$ cat src/rtl/fdsc_pkg.sv
// ============================================================================
// fdsc_pkg
// Shared types and constants of the flash download session checker.
// ============================================================================
package fdsc_pkg;

    localparam int unsigned NUM_WINDOWS         = 3;
    localparam int unsigned QUEUE_DEPTH_DEFAULT = 2;
    localparam int unsigned MAX_MSG_LEN         = 4095;
    localparam int unsigned BLOCK_OVERHEAD      = 8;
    localparam logic [11:0] MAX_BLOCK_BYTES     = 12'(MAX_MSG_LEN - BLOCK_OVERHEAD);

    // Configuration register indexes.
    localparam logic [2:0] REG_WIN0_START = 3'd0;
    localparam logic [2:0] REG_WIN0_END   = 3'd1;
    localparam logic [2:0] REG_WIN1_START = 3'd2;
    localparam logic [2:0] REG_WIN1_END   = 3'd3;
    localparam logic [2:0] REG_WIN2_START = 3'd4;
    localparam logic [2:0] REG_WIN2_END   = 3'd5;
    localparam logic [2:0] REG_BIG_ENDIAN = 3'd6;

    typedef enum logic [1:0] {
        CMD_DOWNLOAD = 2'd0,
        CMD_UPLOAD   = 2'd1,
        CMD_DATA     = 2'd2,
        CMD_EXIT     = 2'd3
    } cmd_t;

    typedef enum logic [1:0] {
        ST_OK    = 2'd0,
        ST_RANGE = 2'd1,
        ST_SEQ   = 2'd2,
        ST_UNSUP = 2'd3
    } status_t;

    typedef struct packed {
        logic [NUM_WINDOWS-1:0][31:0] win_start;
        logic [NUM_WINDOWS-1:0][31:0] win_end;
    } cfg_t;

    // One classified item as it waits between the front and the back.
    typedef struct packed {
        cmd_t        command;
        logic [31:0] address;
        logic [32:0] addr_sum;     // address + length without wrap
        logic [7:0]  data_byte;
        logic        first_byte;
        logic        last_byte;
        logic        window_hit;   // download request lies in some window
    } entry_t;

    typedef struct packed {
        logic empty;
        logic full;
    } q_status_t;

endpackage

$ cat src/rtl/fdsc_if.sv
// ============================================================================
// fdsc_if
// Valid/ready channels for request items and result items.
// ============================================================================
interface fdsc_req_if;
    logic        valid;
    logic        ready;
    logic [1:0]  command;
    logic [31:0] address;
    logic [11:0] length;
    logic [7:0]  data_byte;
    logic        first_byte;
    logic        last_byte;

    modport source (
        output valid, command, address, length, data_byte, first_byte, last_byte,
        input  ready
    );
    modport sink (
        input  valid, command, address, length, data_byte, first_byte, last_byte,
        output ready
    );
endinterface

interface fdsc_rsp_if;
    logic        valid;
    logic        ready;
    logic [1:0]  status;
    logic        word_valid;
    logic [31:0] word_address;
    logic [31:0] flash_word;
    logic [11:0] max_block_bytes;

    modport source (
        output valid, status, word_valid, word_address, flash_word, max_block_bytes,
        input  ready
    );
    modport sink (
        input  valid, status, word_valid, word_address, flash_word, max_block_bytes,
        output ready
    );
endinterface

$ cat src/rtl/fdsc_front.sv
// ============================================================================
// fdsc_front
// Accepts request items and classifies download requests against the windows.
// ============================================================================
module fdsc_front
    import fdsc_pkg::*;
(
    fdsc_req_if.sink  req,
    input  cfg_t      cfg,
    input  q_status_t q_status,
    output logic      push,
    output entry_t    push_entry
);

    logic [32:0]            addr_sum;
    logic [NUM_WINDOWS-1:0] hit;

    assign addr_sum = {1'b0, req.address} + 33'(req.length);

    // A window takes part only when both bounds are nonzero.
    always_comb
    begin
        for (int i = 0; i < NUM_WINDOWS; i++)
        begin
            hit[i] = (cfg.win_start[i] != 32'd0) && (cfg.win_end[i] != 32'd0) &&
                     (req.address >= cfg.win_start[i]) && (req.address < cfg.win_end[i]) &&
                     (addr_sum <= ({1'b0, cfg.win_end[i]} + 33'd1));
        end
    end

    assign req.ready = !q_status.full;
    assign push      = req.valid && !q_status.full;

    always_comb
    begin
        push_entry            = '0;
        push_entry.command    = cmd_t'(req.command);
        push_entry.address    = req.address;
        push_entry.addr_sum   = addr_sum;
        push_entry.data_byte  = req.data_byte;
        push_entry.first_byte = req.first_byte;
        push_entry.last_byte  = req.last_byte;
        push_entry.window_hit = |hit;
    end

endmodule

$ cat src/rtl/fdsc_queue.sv
// ============================================================================
// fdsc_queue
// Short register queue that decouples the front from the back.
// ============================================================================
module fdsc_queue
    import fdsc_pkg::*;
#(
    parameter int unsigned DEPTH = QUEUE_DEPTH_DEFAULT
)
(
    input  logic      clk,
    input  logic      rst_n,
    input  logic      push,
    input  entry_t    push_entry,
    input  logic      pop,
    output entry_t    head,
    output q_status_t q_status
);

    localparam int unsigned PTR_W = (DEPTH > 1) ? $clog2(DEPTH) : 1;
    localparam int unsigned CNT_W = $clog2(DEPTH + 1);

    entry_t             slots_reg [DEPTH];
    logic [PTR_W-1:0]   wr_ptr_reg, wr_ptr_next;
    logic [PTR_W-1:0]   rd_ptr_reg, rd_ptr_next;
    logic [CNT_W-1:0]   count_reg, count_next;

    function automatic logic [PTR_W-1:0] ptr_inc(input logic [PTR_W-1:0] p);
        logic [PTR_W-1:0] r;
        if (p == PTR_W'(DEPTH - 1))
            r = '0;
        else
            r = p + PTR_W'(1);
        return r;
    endfunction

    assign q_status.empty = (count_reg == '0);
    assign q_status.full  = (count_reg == CNT_W'(DEPTH));
    assign head           = slots_reg[rd_ptr_reg];

    always_comb
    begin
        wr_ptr_next = push ? ptr_inc(wr_ptr_reg) : wr_ptr_reg;
        rd_ptr_next = pop ? ptr_inc(rd_ptr_reg) : rd_ptr_reg;
        count_next  = count_reg;
        if (push && !pop)
            count_next = count_reg + CNT_W'(1);
        else if (pop && !push)
            count_next = count_reg - CNT_W'(1);
    end

    always_ff @(posedge clk or negedge rst_n)
    begin
        if (!rst_n)
        begin
            wr_ptr_reg <= '0;
            rd_ptr_reg <= '0;
            count_reg  <= '0;
        end
        else
        begin
            wr_ptr_reg <= wr_ptr_next;
            rd_ptr_reg <= rd_ptr_next;
            count_reg  <= count_next;
        end
    end

    always_ff @(posedge clk)
    begin
        if (push)
            slots_reg[wr_ptr_reg] <= push_entry;
    end

    a_count_bound: assert property (@(posedge clk) disable iff (!rst_n)
        count_reg <= CNT_W'(DEPTH))
        else $error("queue count exceeds its depth");

    a_no_pop_empty: assert property (@(posedge clk) disable iff (!rst_n)
        pop |-> !q_status.empty)
        else $error("queue popped while empty");

endmodule

$ cat src/rtl/fdsc_back.sv
// ============================================================================
// fdsc_back
// Session state, block checks and word packing; holds the result register.
// ============================================================================
module fdsc_back
    import fdsc_pkg::*;
(
    input  logic      clk,
    input  logic      rst_n,
    input  logic      big_endian,
    input  entry_t    head,
    input  q_status_t q_status,
    output logic      pop,
    fdsc_rsp_if.source rsp
);

    logic        open_reg,     open_next;
    logic [31:0] start_reg,    start_next;
    logic [31:0] end_reg,      end_next;
    logic        rejected_reg, rejected_next;
    logic [31:0] acc_reg,      acc_next;
    logic [1:0]  pos_reg,      pos_next;
    logic [31:0] nwa_reg,      nwa_next;

    logic        out_valid_reg;
    status_t     status_reg,   status_next;
    logic        wvalid_reg,   wvalid_next;
    logic [31:0] waddr_reg,    waddr_next;
    logic [31:0] word_reg,     word_next;
    logic [11:0] maxblk_reg;

    logic        take;
    logic [31:0] acc_base;
    logic [1:0]  pos_base;
    logic [31:0] nwa_base;
    logic [1:0]  lane;
    logic [31:0] acc_new;
    logic        range_bad;

    assign pop = !q_status.empty && (!out_valid_reg || rsp.ready);

    assign range_bad = (head.address < start_reg) ||
                       (head.addr_sum > ({1'b0, end_reg} + 33'd1));

    always_comb
    begin
        open_next     = open_reg;
        start_next    = start_reg;
        end_next      = end_reg;
        rejected_next = rejected_reg;
        acc_next      = acc_reg;
        pos_next      = pos_reg;
        nwa_next      = nwa_reg;
        status_next   = ST_OK;
        wvalid_next   = 1'b0;
        waddr_next    = 32'd0;
        word_next     = 32'd0;
        take          = 1'b0;
        acc_base      = acc_reg;
        pos_base      = pos_reg;
        nwa_base      = nwa_reg;
        lane          = 2'd0;
        acc_new       = 32'd0;

        unique case (head.command)
            CMD_DOWNLOAD:
            begin
                if (head.window_hit)
                begin
                    start_next    = head.address;
                    end_next      = head.addr_sum[31:0] - 32'd1;
                    open_next     = 1'b1;
                    rejected_next = 1'b0;
                    acc_next      = 32'd0;
                    pos_next      = 2'd0;
                end
                else
                begin
                    open_next   = 1'b0;
                    status_next = ST_RANGE;
                end
            end
            CMD_UPLOAD:
            begin
                status_next = ST_UNSUP;
            end
            CMD_DATA:
            begin
                take = 1'b1;
                if (head.first_byte)
                begin
                    if (!open_reg || (start_reg == 32'd0) || (end_reg == 32'd0))
                    begin
                        status_next = ST_SEQ;
                        take        = 1'b0;
                    end
                    else if (range_bad)
                    begin
                        status_next = ST_RANGE;
                        take        = 1'b0;
                    end
                    rejected_next = !take;
                    if (take)
                    begin
                        acc_base = 32'd0;
                        pos_base = 2'd0;
                        nwa_base = head.address;
                    end
                end
                else if (rejected_reg || !open_reg)
                begin
                    status_next = ST_SEQ;
                    take        = 1'b0;
                end

                if (take)
                begin
                    lane    = big_endian ? ~pos_base : pos_base;
                    acc_new = acc_base;
                    acc_new[lane*8 +: 8] = acc_base[lane*8 +: 8] | head.data_byte;
                    if ((pos_base == 2'd3) || head.last_byte)
                    begin
                        wvalid_next = 1'b1;
                        waddr_next  = nwa_base;
                        word_next   = acc_new;
                        nwa_next    = nwa_base + 32'd4;
                        acc_next    = 32'd0;
                        pos_next    = 2'd0;
                    end
                    else
                    begin
                        acc_next = acc_new;
                        pos_next = pos_base + 2'd1;
                        nwa_next = nwa_base;
                    end
                end
            end
            CMD_EXIT:
            begin
                if ((head.address != 32'd0) && (head.address != start_reg))
                begin
                    status_next = ST_RANGE;
                end
                else
                begin
                    start_next    = 32'd0;
                    end_next      = 32'd0;
                    open_next     = 1'b0;
                    rejected_next = 1'b0;
                    acc_next      = 32'd0;
                    pos_next      = 2'd0;
                end
            end
            default:
            begin
                status_next = ST_OK;
            end
        endcase
    end

    always_ff @(posedge clk or negedge rst_n)
    begin
        if (!rst_n)
        begin
            open_reg      <= 1'b0;
            start_reg     <= 32'd0;
            end_reg       <= 32'd0;
            rejected_reg  <= 1'b0;
            acc_reg       <= 32'd0;
            pos_reg       <= 2'd0;
            nwa_reg       <= 32'd0;
            out_valid_reg <= 1'b0;
        end
        else
        begin
            if (pop)
            begin
                open_reg     <= open_next;
                start_reg    <= start_next;
                end_reg      <= end_next;
                rejected_reg <= rejected_next;
                acc_reg      <= acc_next;
                pos_reg      <= pos_next;
                nwa_reg      <= nwa_next;
            end
            if (pop)
                out_valid_reg <= 1'b1;
            else if (rsp.ready)
                out_valid_reg <= 1'b0;
        end
    end

    always_ff @(posedge clk)
    begin
        if (pop)
        begin
            status_reg <= status_next;
            wvalid_reg <= wvalid_next;
            waddr_reg  <= waddr_next;
            word_reg   <= word_next;
            maxblk_reg <= open_next ? MAX_BLOCK_BYTES : 12'd0;
        end
    end

    assign rsp.valid           = out_valid_reg;
    assign rsp.status          = status_reg;
    assign rsp.word_valid      = wvalid_reg;
    assign rsp.word_address    = waddr_reg;
    assign rsp.flash_word      = word_reg;
    assign rsp.max_block_bytes = maxblk_reg;

    a_word_ok: assert property (@(posedge clk) disable iff (!rst_n)
        (out_valid_reg && wvalid_reg) |-> (status_reg == ST_OK))
        else $error("word emitted with an error status");

endmodule

$ cat src/rtl/flash_download_session_checker_top.sv
// ============================================================================
// flash_download_session_checker_top
// Checks a flash download session and packs its payload into flash words.
// ============================================================================
// The block takes one item per clock cycle while its queue is not full and
// returns exactly one result item for each, in order. An accepted item is
// classified by the front (the three core window compares for a download
// request), waits in a short register queue, and is carried out by the back,
// which owns the session state and registers the result. With no stall an
// accepted item goes into a queue slot and is popped from there by the back.
// The queue lets the input keep flowing for QUEUE_DEPTH items while the
// result side is stalled, and a result that waits to be taken does not stop
// the next item from being accepted. The sustained rate is one item per cycle
// while results are taken, bounded by the single session update in the back.
// Configuration registers must only be written while no item is in flight.
module flash_download_session_checker_top
    import fdsc_pkg::*;
#(
    parameter int unsigned QUEUE_DEPTH = QUEUE_DEPTH_DEFAULT
)
(
    input  logic        clk,
    input  logic        rst_n,
    input  logic        cfg_we,
    input  logic [2:0]  cfg_index,
    input  logic [31:0] cfg_data,
    fdsc_req_if.sink    req,
    fdsc_rsp_if.source  rsp
);

    // Configuration registers. The windows feed the front's compares, the
    // byte order selects the lane in the back's word packer.
    cfg_t      cfg_reg;
    logic      big_endian_reg;

    // Handoff between front, queue and back.
    logic      push;
    entry_t    push_entry;
    logic      pop;
    entry_t    head;
    q_status_t q_status;

    always_ff @(posedge clk or negedge rst_n)
    begin
        if (!rst_n)
        begin
            cfg_reg        <= '0;
            big_endian_reg <= 1'b1;
        end
        else if (cfg_we)
        begin
            unique case (cfg_index)
                REG_WIN0_START: cfg_reg.win_start[0] <= cfg_data;
                REG_WIN0_END:   cfg_reg.win_end[0]   <= cfg_data;
                REG_WIN1_START: cfg_reg.win_start[1] <= cfg_data;
                REG_WIN1_END:   cfg_reg.win_end[1]   <= cfg_data;
                REG_WIN2_START: cfg_reg.win_start[2] <= cfg_data;
                REG_WIN2_END:   cfg_reg.win_end[2]   <= cfg_data;
                REG_BIG_ENDIAN: big_endian_reg       <= cfg_data[0];
                default:        big_endian_reg       <= big_endian_reg;
            endcase
        end
    end

    // The front decides window membership while the item is accepted.
    fdsc_front u_front (
        .req        (req),
        .cfg        (cfg_reg),
        .q_status   (q_status),
        .push       (push),
        .push_entry (push_entry)
    );

    fdsc_queue #(
        .DEPTH (QUEUE_DEPTH)
    ) u_queue (
        .clk        (clk),
        .rst_n      (rst_n),
        .push       (push),
        .push_entry (push_entry),
        .pop        (pop),
        .head       (head),
        .q_status   (q_status)
    );

    // The back pops one item whenever its result register is free or drains.
    fdsc_back u_back (
        .clk        (clk),
        .rst_n      (rst_n),
        .big_endian (big_endian_reg),
        .head       (head),
        .q_status   (q_status),
        .pop        (pop),
        .rsp        (rsp)
    );

endmodule

$ cat src/flat_wrapper.sv
// flat-port wrapper written by rule: the top's interface ports become plain ports
module flash_download_session_checker_top_flat import fdsc_pkg::*;
#(
    parameter int unsigned QUEUE_DEPTH = QUEUE_DEPTH_DEFAULT
)
  (clk, rst_n, cfg_we, cfg_index, cfg_data, req_valid, req_command, req_address, req_length, req_data_byte, req_first_byte, req_last_byte, req_ready, rsp_valid, rsp_status, rsp_word_valid, rsp_word_address, rsp_flash_word, rsp_max_block_bytes, rsp_ready);
  fdsc_req_if req_i ();
  fdsc_rsp_if rsp_i ();
  input  logic clk;
  input  logic rst_n;
  input  logic cfg_we;
  input  logic [2:0] cfg_index;
  input  logic [31:0] cfg_data;
  input wire logic [$bits(req_i.valid)-1:0] req_valid;
  input wire logic [$bits(req_i.command)-1:0] req_command;
  input wire logic [$bits(req_i.address)-1:0] req_address;
  input wire logic [$bits(req_i.length)-1:0] req_length;
  input wire logic [$bits(req_i.data_byte)-1:0] req_data_byte;
  input wire logic [$bits(req_i.first_byte)-1:0] req_first_byte;
  input wire logic [$bits(req_i.last_byte)-1:0] req_last_byte;
  output wire logic [$bits(req_i.ready)-1:0] req_ready;
  output wire logic [$bits(rsp_i.valid)-1:0] rsp_valid;
  output wire logic [$bits(rsp_i.status)-1:0] rsp_status;
  output wire logic [$bits(rsp_i.word_valid)-1:0] rsp_word_valid;
  output wire logic [$bits(rsp_i.word_address)-1:0] rsp_word_address;
  output wire logic [$bits(rsp_i.flash_word)-1:0] rsp_flash_word;
  output wire logic [$bits(rsp_i.max_block_bytes)-1:0] rsp_max_block_bytes;
  input wire logic [$bits(rsp_i.ready)-1:0] rsp_ready;
  assign req_i.valid = req_valid;
  assign req_i.command = req_command;
  assign req_i.address = req_address;
  assign req_i.length = req_length;
  assign req_i.data_byte = req_data_byte;
  assign req_i.first_byte = req_first_byte;
  assign req_i.last_byte = req_last_byte;
  assign req_ready = req_i.ready;
  assign rsp_valid = rsp_i.valid;
  assign rsp_status = rsp_i.status;
  assign rsp_word_valid = rsp_i.word_valid;
  assign rsp_word_address = rsp_i.word_address;
  assign rsp_flash_word = rsp_i.flash_word;
  assign rsp_max_block_bytes = rsp_i.max_block_bytes;
  assign rsp_i.ready = rsp_ready;
  flash_download_session_checker_top #(.QUEUE_DEPTH(QUEUE_DEPTH)) u_core (.clk(clk), .rst_n(rst_n), .cfg_we(cfg_we), .cfg_index(cfg_index), .cfg_data(cfg_data), .req(req_i), .rsp(rsp_i));
endmodule
$ cat config.mk
export PLATFORM = sky130hd
export DESIGN_NAME = flash_download_session_checker_top_flat
export DESIGN_NICKNAME = d
export VERILOG_FILES = /design/src/rtl/fdsc_pkg.sv /design/src/rtl/fdsc_if.sv /design/src/rtl/fdsc_front.sv /design/src/rtl/fdsc_queue.sv /design/src/rtl/fdsc_back.sv /design/src/rtl/flash_download_session_checker_top.sv /design/src/flat_wrapper.sv
export SDC_FILE = /design/constraint.sdc
export NUM_CORES = 2
export LEC_CHECK = 0
export ABC_AREA = 1
export BUFFER_PORTS_ARGS = -buffer_cell sky130_fd_sc_hd__buf_2
export CORE_UTILIZATION = 55
export DETAILED_ROUTE_END_ITERATION = 10
export GPL_ROUTABILITY_DRIVEN = 0
export PLACE_DENSITY = 0.75
export SLEW_MARGIN = 20
export SYNTH_ARGS = -nofsm -noshare
export SYNTH_HDL_FRONTEND = slang
export SYNTH_HIERARCHICAL = 1
export SYNTH_SLANG_ARGS = --single-unit
$ cat constraint.sdc
create_clock -name clk -period 6.48 [get_ports clk]
set_clock_uncertainty 0.2 [all_clocks]
set_input_delay 0.324 -clock clk [delete_from_list [all_inputs] [get_ports clk]]
set_output_delay 0.324 -clock clk [all_outputs]
set_load 0.01 [all_outputs]
==> out/metrics.cfg <==
[floorplan]
num_rows=95
core_sq_um=67500
die-area_sq_um=69600
initial_core_util_pct=55.9
die_w_um=264
ios=177
fp.dieH_um=264

[global_routing]
grt_start_max_net_pins=120
overflow=0
grt_pass1_wl_mm=171
grt_use_total_pct=31.2
grt_pass1_vias=31500
antenna_found_initial=0

[clock_network]
h-tree-depth=2
clk_pin_slew_ps=60
insertion_delay_ps=650
clock_path_buffers=3
cts_made_buffers=59
tritoncts=yes
cts-root-buf=clkbuf_16
cts.sinks=554

[critical_path]
path_class=reg -> reg
cpPeakStageDelay_ps=390
cp-startpoint=u_core/u_back/end_reg[1]$_DFFE_PN0P_
critical_path.top_delay_family=simple AND/OR/NAND/NOR gates
start_kind=flop
crit_cells=35
r2r_start=u_core/u_back/end_reg[1]$_DFFE_PN0P_
crit_fanout=11
r2r_end=u_core/u_back/rsp.flash_word[3]$_SDFFCE_PN0P_
cp-end-kind=flop
r2r_cells=35
r2r_setup_slack_ps=490
crit_required_ps=6790
critical_path_arrival_ps=6300
critPathBufInv=2
slowest_stage=dfrtp_1

[yosys]
yosys_warnings=6
ys_async_sr_fraction_pct=59.6
yosys_register_bits=554
seq_area_frac_synth_pct=39.7
synth.distinct_cells=74
synth_edf_count=224
synth-main-ff-cell=dfrtp_1
syn_nets=5083
syn_area_sq_um=37700
avgSynthCellArea_sq_um=8.19
synthCells=4603

[cells_and_area]
largest_reg_flops=192
design_area_sq_um=42000
drive_gt1_share_pct=11.9
nFillCells=5607
final_cells=5722
area_growth_pct=11.5
ff_latch_area_sq_um=15000
layout_common_cells=nand2_1 (1349), inv_1 (464), ha_1 (381)
post-route-util_pct=62.3
multi_input_area_sq_um=19900
n_antenna_cell=0
mostFrequentLayoutCell=nand2_1
nNetsFinal=5280

[hold_path]
hold_start=req_address[13]
hold_depth=2
hp-class=in -> reg
hold_path_end=u_core/u_queue/slots_reg[1][57]$_DFFE_PP_

[route]
drt_iter0_drc=3565
drc_errors=0
num_vias=33300
routed_wl_mm=111
avgViaCountPerCell=5.83
antenna_left=0
wl_per_cell_um=19.3
drtPass1Iterations=7

[power_and_ir_drop]
swShare_pct=40.9
power.total_mw=14.9
p_switching_mw=6.07
vdd_ir_drop_max_mv=0.239
power_density_nw_per_um2=353
pwr-share-comb_pct=41.1
p_int_mw=8.79
p_leak_nw=19.9
seqPwrFrac_pct=35.2
clkPwrFrac_pct=23.6

[timing]
post-route-period-util_pct=92.4
hold_viol_final=0
finalCriticalPeriod_ps=5990
slew_headroom_pct=30.4
setup_viol=0
slew_viol_final=0
fmax_ghz=0.167
tightestPinTransition_ps=1040
final.setup.tns_ps=0

[flow_run]
cap_violations=0

[placed_design]
io_buffers=175
dpl_cell_area_sq_um=39100
place_inst=5520
hpwlAfterDp_mm=79.5

[status]
status=complete, no violations

metrics by stage:
stage / hold WS [ps] / setup slack [ps]
final: 37.0 / 493
after CTS: 0.900 / 242
after global routing: 3.77 / -46.2
after global placement: 253 / 383
after floorplan: -172 / 457
after detailed placement: 243 / 260
synthesized netlist by cell type (all sizes together) (2+ instances only):
master / instances / area (sq um)
nand2: 1387 / 5290
a41oi: 2 / 17.5
inv: 501 / 1880
or3: 3 / 23.8
o221a: 2 / 22.5
xnor2: 15 / 131
a31oi: 5 / 31.3
o22ai: 4 / 25.0
a21boi: 4 / 30.0
clkinv: 6 / 22.5
o2111ai: 2 / 17.5
xor2: 131 / 1170
o21bai: 4 / 30.0
nor2: 302 / 1290
and2: 8 / 50.1
o221ai: 2 / 17.5
o21ai: 155 / 780
a21o: 4 / 30.0
clkbuf: 41 / 154
o211ai: 14 / 105
o21a: 10 / 75.1
buf: 130 / 883
o31ai: 10 / 75.1
nand3b: 12 / 97.6
a32o: 3 / 30.0
nor3: 76 / 449
dfrtp: 329 / 8230
and3: 4 / 25.0
or2: 7 / 43.8
nand4: 136 / 887
a21oi: 189 / 946
mux2: 78 / 916
ha: 383 / 4790
a211oi: 8 / 60.1
nand3: 330 / 1710
nor4: 64 / 459
o41ai: 2 / 17.5
a31o: 2 / 17.5
a22o: 5 / 43.8
edfxtp: 224 / 6730
how the worst max path moves through the flow:
stage                                                      to  slack, ps
3_5_place_dp   u_core/u_back/rsp.flash_word[24]$_SDFFCE_PN0P_        260
3_3_place_gp   u_core/u_back/rsp.flash_word[24]$_SDFFCE_PN0P_        380
6_report        u_core/u_back/rsp.flash_word[3]$_SDFFCE_PN0P_        490
4_1_cts        u_core/u_back/rsp.flash_word[24]$_SDFFCE_PN0P_        240
5_1_grt                 u_core/u_back/nwa_reg[20]$_DFFE_PN0P_        -50
2_1_floorplan           u_core/u_back/acc_reg[11]$_DFFE_PN0P_        460
per-layer routing:
layer | vias up | wire length (um) | share of wire (%) | global-route usage (%)
met5 | - | 0 | 0 | 0
met4 | 0 | 5550 | 5.0 | 14.9
met3 | 318 | 8640 | 7.8 | 4.26
met2 | 1571 | 50800 | 46 | 50.4
met1 | 15700 | 45700 | 41 | 41.4
li1 | 15700 | - | - | -
cells by family (layout without fill, tap and decap cells):
kind of cell               after synthesis  in the layout  share of synthesized area [%]
buffers and inverters                  678            924                           7.80
adders and majority gates              384            384                           12.8
other                                    1              1                        0.00994
xor gates and xnor gates               146            146                           3.44
muxes                                   79             79                           2.46
AOI/OAI and AO/OA                      430            430                           6.35
and+or+nand+nor                       2331           2331                           27.4
DFF                                    554            554                           39.7
power groups by stage:
stage,registers (mW),clock network (mW),logic (mW)
floorplan,5.19,0,4.25
global placement,5.26,0,5.69
detailed placement,5.27,0,5.85
CTS,5.22,3.55,5.93
global route,5.33,3.68,6.78
finish,5.23,3.51,6.11
layout make-up:
type                            instances  area share, %
Tap cell                              873           2.60
Clock inverter                         30          0.836
Clock buffer                           80           3.99
Inverter                              507           4.55
Timing Repair inverter                  1         0.0179
Timing Repair Buffer                  306           5.02
Multi-Input combinational cell       3371           47.3
Sequential cell                       554           35.7
what timing repair did:
| item | in CTS | in global routing |
|---|---|---|
| endpoints found under the setup margin | 0 | 115 |
| endpoints found under the hold margin | 382 | 0 |
| setup buffers | 0 | 15 |
| resized for setup | 0 | 16 |
| hold buffers | 76 | 0 |
(Power assumes the default switching activity.)
